[src/hw/rtl/gql_div.sv]
`default_nettype none
// ----------------------------------------------------------------------------
// serial divider
// unsigned restoring divider, one quotient bit per cycle
// ----------------------------------------------------------------------------
module gql_div (
   input  wire logic        clock,
   input  wire logic        reset,
   input  wire logic        start,
   input  wire logic [55:0] dividend,
   input  wire logic [15:0] divisor,
   output logic             done,
   output logic [55:0]      quotient
);
   logic [55:0] q_ff, q_in;
   logic [16:0] r_ff, r_in;
   logic [15:0] d_ff, d_in;
   logic [5:0]  cnt_ff, cnt_in;
   logic        busy_ff, busy_in;
   logic [16:0] trial;
   logic [17:0] diff;

   always_comb begin
      q_in    = q_ff;
      r_in    = r_ff;
      d_in    = d_ff;
      cnt_in  = cnt_ff;
      busy_in = busy_ff;
      trial   = {r_ff[15:0], q_ff[55]};
      diff    = {1'b0, trial} - {2'b00, d_ff};
      if (start) begin
         q_in    = dividend;
         r_in    = '0;
         d_in    = divisor;
         cnt_in  = 6'd56;
         busy_in = 1'b1;
      end else if (busy_ff) begin
         if (!diff[17]) begin
            r_in = diff[16:0];
            q_in = {q_ff[54:0], 1'b1};
         end else begin
            r_in = trial;
            q_in = {q_ff[54:0], 1'b0};
         end
         cnt_in = cnt_ff - 6'd1;
         if (cnt_ff == 6'd1) busy_in = 1'b0;
      end
   end

   always_ff @(posedge clock) begin
      if (reset) begin
         busy_ff <= 1'b0;
         cnt_ff  <= '0;
      end else begin
         busy_ff <= busy_in;
         cnt_ff  <= cnt_in;
      end
      q_ff <= q_in;
      r_ff <= r_in;
      d_ff <= d_in;
   end

   assign done     = busy_ff && cnt_ff == 6'd1;
   assign quotient = q_in;
endmodule
`default_nettype wire

[config.mk]
export PLATFORM = sky130hd
export DESIGN_NAME = gql_div
export DESIGN_NICKNAME = d
export VERILOG_FILES = /design/src/hw/rtl/gql_div.sv
export SDC_FILE = /design/constraint.sdc
export NUM_CORES = 1
export LEC_CHECK = 0
export CAP_MARGIN = 5
export CORE_MARGIN = 1.5
export CORE_UTILIZATION = 25
export CTS_CLUSTER_DIAMETER = 40
export CTS_CLUSTER_SIZE = 24
export DETAILED_ROUTE_END_ITERATION = 6
export DONT_BUFFER_PORTS = 1
export MAX_ROUTING_LAYER = met4
export PLACE_DENSITY_LB_ADDON = 0.08
export SYNTH_ARGS = -nofsm -noshare
export SYNTH_HDL_FRONTEND = slang
export SYNTH_SLANG_ARGS = --single-unit
[constraint.sdc]
create_clock -name clock -period 3.6 [get_ports clock]
set_input_delay 0.72 -clock clock [delete_from_list [all_inputs] [get_ports clock]]
set_output_delay 0.72 -clock clock [all_outputs]
set_load 0.01 [all_outputs]
Word-level counts from Yosys, hierarchy flattened --
Index checks and enable logic that the tools add are counted.
Storage, ports and cells: register bits 95, output and inout port bits 57
Operators by class: $add $sub $neg 2, equality and inequality tests 1, multiplexer cells 9, reduce and logical (&&, ||, !) cells 3
Operators with widths (count):
- 56-bit 2-to-1 mux | 2
- 17-bit by 16-bit subtractor with 18-bit output | 1
- 16-bit 2-to-1 mux | 1
- 6-bit 2-to-1 mux | 2
- 6-bit by 1-bit == test with 1-bit output (second input constant) | 1
- 6-bit by 1-bit subtractor with 6-bit output (second input constant) | 1
- 1-bit 2-to-1 mux | 4
- 2-bit nonzero test | 1
- 2-bit OR reduction | 1
- 1-bit logical AND | 1

Longest topological paths before layout --
Gate-level depths: netlist of the first run.
depth after elaboration 4, gate-level depth with buffers 10, depth with buffers taken out 10

Least setup slack after synthesis of the first run --
Ideal clock, no wire load.
path kind register to output, start reg d_ff[4], end out quotient[0], arrival 2.018 ns, slack 0.862 ns, stages on the path, launching flop included 11, buffers on the path 1, cells stage by stage edfxtp_1 inv_1 ha_1 a21o_1 a31o_1 o2111ai_2 nand2_2 a31oi_4 buf_6 a211oi_1 a21o_1
Between the ends: longest elaborated chain between the ends 4
Ends and longest elaborated chain:
- start, declared | line 17 | logic [15:0] d_ff, d_in;
- start signal, assigned | line 60 | d_ff <= d_in;
- 17-bit by 16-bit subtractor with 18-bit output | line 30 | diff = {1'b0, trial} - {2'b00, d_ff};
- 1-bit 2-to-1 mux | line 38 | if (!diff[17]) begin
- 56-bit 2-to-1 mux | line 37 | end else if (busy_ff) begin
- 56-bit 2-to-1 mux | line 31 | if (start) begin
- end, declared | line 13 | output logic [55:0] quotient
No other way between the ends.

Worst setup path after layout of the first run --
start reg d_ff[14], end out quotient[0]
Same word-level chain as after synthesis.

==> key figures, run 1 <==
Status
  – Status: finished, final reports clean

Worst setup path
  – Critical Path Source: d_ff[14]
  – Data required, critical path: 2880 ps
  – Critical Path End: quotient[0]
  – Worst Path Class, Setup: reg -> out
  – Critical Path AT: 2440 ps
  – Reg2reg path depth: 9
  – CP startpoint kind: flip-flop
  – Slowest-stage cell, CP: edfxtp_1
  – RR Endpoint: r_ff[12]
  – Worst path max stage delay: 370 ps
  – Critical register-to-register path startpoint: q_ff[55]
  – Crit. End Element: primary output
  – Critical Path Fanout Max: 5
  – Cell repeated most along the worst path: a21o_1
  – Crit-path cells: inv_1 > ha_1 > a21o_1 > and2_1 > nor3_2 > nand2_1 > a31oi_4 > a211oi_1 > a21o_1
  – Reg2reg setup slack: 910 ps

Route
  – Post-route ant nets: 0
  – Drt total wl: 10700 µm
  – Remaining DRCs: 0
  – Wire per inst: 15.1 µm
  – Vias per cell: 4.72
  – Drt pass-1 iters: 4
  – Iteration-0 DRC Markers: 155
  – Vias post-DR: 3330

Yosys
  – Yosys reg bits: 95
  – Mapped Cells: 486
  – EDFF count, synth: 16
  – Seq/Total Area, Yosys: 45.0%
  – Yosys warnings: 0
  – Syn_area_per_cell: 9.43 µm²
  – Net count after synthesis: 580
  – Post-synth ARST share: 0%
  – Ys flop type: dfxtp_1
  – Yosys cell types: 52
  – Cell area after synthesis: 4580 µm²

Clock network
  – H-tree Lvls: 3
  – Root Buffer: clkbuf_16
  – CTS sink cnt: 95
  – Clk buf depth: 2
  – Clk Latency, worst-skew pair: 350 ps
  – Num CTS Buffers: 9
  – CTS clk-pin slew, worst paths: 70 ps
  – CTS tree: yes
  – Post-CTS Setup Bufs: 0
  – CTS Hold Bufs: 0
  – Post-cts sizing count: 0

Layout
  – Fillers: 1924
  – Most frequent cells in the layout: 78 x dfxtp_1, 69 x nand2_1, 64 x mux2i_1
  – Layout cells sized above 1: 5.45%
  – Commonest non-fill, non-tap cell in the layout: dfxtp_1
  – Synth-to-layout area growth: 11.7%
  – Fin cells: 706
  – Final core occ: 28.5%
  – Ant. Diodes: 0
  – Final nets: 566

Power and ir drop
  – Switching share of power: 27.7%
  – Power Dens Cells: 543 nW/µm²
  – Sequential power share: 45.3%
  – Worst IR Drop VDD: 0.250 mV
  – Clock power share: 37.3%
  – Logic gate share of total power: 17.4%
  – Power Internal: 2010 µW
  – P_sw: 770 µW
  – Leak: 0.00206 µW

Job
  – Max-cap violation count: 0

Place
  – Post-DP HPWL: 7470 µm
  – DP Cell Count: 690
  – IO Port Bufs: 0
  – RePlAce Congestion: 0.772

STA
  – # setup viols final: 0
  – Fraction of the cycle the final worst path needs: 87.8%
  – Min Hold Slack: 433 ps
  – RSZ-0062 raised after global routing: false
  – Slew HR: 62.0%
  – Max Slew Vio Count: 0
  – Setup Total Neg Slack: 0 ps
  – Fin crit period: 3160 ps
  – Worst Tran Pin Value: 563 ps
  – Peak Freq: 0.316 GHz
  – Final Hold Viols: 0
  – Clk_skew: 5.44 ps

Die
  – Core Area: 18000 µm²
  – Row count: 49
  – Io pins: 132
  – Initial core utilization: 25.5%
  – Chip width: 138 µm
  – Full die area: 19100 µm²
  – Die height: 138 µm

GRT
  – Grt total ovfl: 0
  – First-pass GRT wire length: 17500 µm
  – Initial antenna violation count: 0
  – Largest net degree at the start of global routing: 152
  – Total GRT Usage: 11.9%
  – Vias in the first global route: 3390

Hold path
  – Hold Crit Class: in -> reg
-- per-stage QoR --
step	instance area (µm²)	worst slack [ps]	power, µW
finish	5120	439	2780
global route	5120	206	2950
CTS	5120	395	2840
detailed placement	4790	793	1770
global placement	4790	849	1770
floorplan	4580	862	1680
-- worst min path at each step --
stage / from / end / slack, ps / depth (start not counted)
CTS: reset / cnt_ff[4] / 410 / 1
finish: reset / cnt_ff[4] / 430 / 1
detailed placement: r_ff[7] / r_ff[7] / 490 / 2
global route: reset / cnt_ff[4] / 410 / 1
floorplan: r_ff[14] / r_ff[15] / 470 / 2
global placement: cnt_ff[1] / cnt_ff[1] / 490 / 2
-- final cells by class --
cell class	instances	area [µm²]	area share [%]
Clock inverter	4	48.8	0.954
Timing Repair Buffer	3	35.0	0.685
Multi-Input combinational cell	340	2320	45.3
Tap cell	229	287	5.60
Inverter	23	86.3	1.69
Sequential cell	95	2070	40.4
Clock buffer	12	278	5.43
-- power by group through the flow --
stage	logic, µW	registers, µW	clock network [µW]
2_1_floorplan	429	1260	0
5_1_grt	547	1270	1130
3_3_place_gp	489	1280	0
6_report	482	1260	1040
4_1_cts	490	1260	1080
3_5_place_dp	486	1290	0
-- registers in the layout (all words and copies together) (netlist names) --
signal / flops
cnt_ff: 6
q_ff: 56
busy_ff: 1
r_ff: 16
d_ff: 16
-- routing by layer --
metal	GRT usage [%]	share of wire, %	vias up
met1	14.2	47	1527
met2	18.5	46	83
met5	-	0	-
li1	-	-	1707
met4	4.32	1.6	0
met3	3.98	5.8	13
-- cell usage after synthesis (all sizes together), types with 4 or more instances --
master / n / area [µm²]
xnor2: 11 / 96.3
mux2i: 64 / 641
inv: 23 / 86.3
nand2: 70 / 265
clkbuf: 19 / 71.3
a211oi: 11 / 82.6
ha: 18 / 225
edfxtp: 16 / 480
a21o: 4 / 30.0
nor2b: 5 / 31.3
a31oi: 4 / 40.0
o21ai: 58 / 290
buf: 9 / 46.3
nor2: 21 / 78.8
xor2: 4 / 35.0
a21oi: 17 / 85.1
nor3: 5 / 30.0
and3: 4 / 25.0
dfxtp: 79 / 1580
-- critical path, delay by kind of cell, from the launching register on --
| kind | cells | cell delay, ps |
|---|---|---|
| AO/OA/AOI/OAI | 4 | 790 |
| AND/OR/NAND/NOR | 3 | 600 |
| flip-flops | 1 | 370 |
| adder cells (fa/ha/maj) | 1 | 270 |
| buffers and inverters | 1 | 70 |
-- logic make-up after synthesis --
group	Yosys count	synth area share [%]
AO/OA/AOI/OAI	115	15.6
buffers and inverters	51	4.45
adder cells (fa/ha/maj)	19	5.35
multiplexers	64	14.0
flip-flops	95	45.0
XOR/XNOR	15	2.87
AND/OR/NAND/NOR	127	12.8
Power figures use the tool's default switching activity.
==> run 2, diff against run 1 <==
- ABC_CLOCK_PERIOD_IN_PS: unset -> 3600
- CELL_PAD_IN_SITES_DETAIL_PLACEMENT: unset -> 0
- CELL_PAD_IN_SITES_GLOBAL_PLACEMENT: unset -> 1
- CTS_CLUSTER_DIAMETER: 40 -> 150
==> key figures, run 2 (same netlist as run 1, synthesis figures left out) <==
Status
  – Status: finished, final reports clean

Layout
  – Final nets: 568
  – Footprint of the multi-input gates: 2320 µm²
  – Final core occ: 28.3%
  – Flip-flop count of the largest register after layout: 56
  – Most frequent cells in the layout: 78 x dfxtp_1, 69 x nand2_1, 64 x mux2i_1
  – Largest registers: q_ff: 56 flops, d_ff: 16 flops, r_ff: 16 flops
  – Synth-to-layout area growth: 11.1%
  – Layout cells sized above 1: 5.85%
  – Commonest non-fill, non-tap cell in the layout: dfxtp_1
  – Largest reg by FF count: q_ff
  – Ant. Diodes: 0
  – Fillers: 1923
  – Sequential Area: 2070 µm²

Hold path
  – Hold Crit Class: in -> reg

GRT
  – First-pass GRT wire length: 18700 µm
  – Grt total ovfl: 0
  – Largest net degree at the start of global routing: 152
  – Initial antenna violation count: 0
  – Vias in the first global route: 3530
  – Total GRT Usage: 12.5%

STA
  – Fraction of the cycle the final worst path needs: 87.4%
  – Final Hold Viols: 0
  – Fin crit period: 3150 ps
  – Setup Total Neg Slack: 0 ps
  – # setup viols final: 0
  – Max Slew Vio Count: 0
  – Clk_skew: 7.73 ps
  – Worst Tran Pin Value: 633 ps
  – Peak Freq: 0.318 GHz
  – Slew HR: 57.4%
  – RSZ-0062 raised after global routing: false

Route
  – Drt pass-1 iters: 4
  – Drt total wl: 11300 µm
  – Iteration-0 DRC Markers: 160
  – Post-route ant nets: 0
  – Remaining DRCs: 0
  – Vias per cell: 4.77
  – Wire per inst: 16.0 µm
  – Vias post-DR: 3380

Worst setup path
  – Critical Path AT: 2430 ps
  – CP startpoint kind: flip-flop
  – Worst Path Class, Setup: reg -> out
  – Reg2reg setup slack: 900 ps
  – Critical Path Fanout Max: 5
  – Data required, critical path: 2880 ps
  – Crit. End Element: primary output

Place
  – IO Port Bufs: 0
  – Post-DP HPWL: 7770 µm
  – RePlAce Congestion: 0.761

Clock network
  – CTS clk-pin slew, worst paths: 70 ps
  – Post-cts sizing count: 0
  – CTS Hold Bufs: 0
  – Post-CTS Setup Bufs: 0
  – CTS sink cnt: 95
  – Clk buf depth: 2
  – Root Buffer: clkbuf_16
  – H-tree Lvls: 3
  – Clk Latency, worst-skew pair: 350 ps
  – CTS tree: yes
  – Num CTS Buffers: 9

Die
  – Initial core utilization: 25.5%
  – Full die area: 19100 µm²
  – Chip width: 138 µm
  – Io pins: 132
  – Row count: 49
  – Core Area: 18000 µm²
  – Die height: 138 µm

Job
  – Max-cap violation count: 0

Power and ir drop
  – Worst IR Drop VDD: 0.218 mV
  – Leak: 0.00206 µW
  – Power Dens Cells: 536 nW/µm²
==> run 2: cell count changes in the layout (fill, tap and decap cells not counted), sizes merged <==
cell    change
clkinv      -1
buf         +2
inv         +3
bufinv      -1
clkbuf      -1
==> run 2: final timing paths <==
check	cells after the start	start	end
min reg2reg	2	r_ff[2]	r_ff[2]
min	1	reset	cnt_ff[4]
max	9	d_ff[14]	quotient[0]
max reg2reg	10	d_ff[11]	r_ff[1]
==> run 2: power breakdown <==
group | total [µW] | switching, µW | leakage (µW) | internal (µW)
Clock | 986 | 464 | 0.000150 | 522
Sequential | 1260 | 69.9 | 0.000818 | 1190
Combinational | 485 | 287 | 0.00109 | 198
Total | 2730 | 821 | 0.00206 | 1910
==> run 2: layout make-up <==
cell class	instances	share of cell area [%]
Multi-Input combinational cell	340	45.5
Sequential cell	95	40.6
Tap cell	229	5.63
Clock buffer	11	4.96
Inverter	23	1.70
Clock inverter	5	0.909
Timing Repair Buffer	5	0.737
==> run 2: metal layers <==
metal	global-route usage, %	vias to the layer above	part of all wire (%)
li1	-	1717	-
met1	14.9	1554	45
met2	19.3	96	45
met3	5.09	13	7.9
met4	3.71	0	1.6
met5	-	-	0
==> run 2: per-stage QoR <==
stage | cell area, µm² | hold slack (ps) | worst slack [ps] | total power [µW] | std cells
floorplan | 4580 | 467 | 862 | 1680 | 486
global placement | 4790 | 488 | 863 | 1780 | 692
detailed placement | 4790 | 488 | 812 | 1780 | 692
CTS | 5090 | 411 | 402 | 2790 | 708
global route | 5090 | 412 | 259 | 2910 | 708
finish | 5090 | 430 | 454 | 2730 | 708
==> run 2: worst max-delay path, stage by stage, from the launching register on <==
cell,delay [ps]
edfxtp_1,370
inv_1,70
ha_1,270
a21o_1,230
and2_1,180
nor3_2,230
nand2_1,180
a31oi_4,210
a211oi_1,100
a21o_1,230
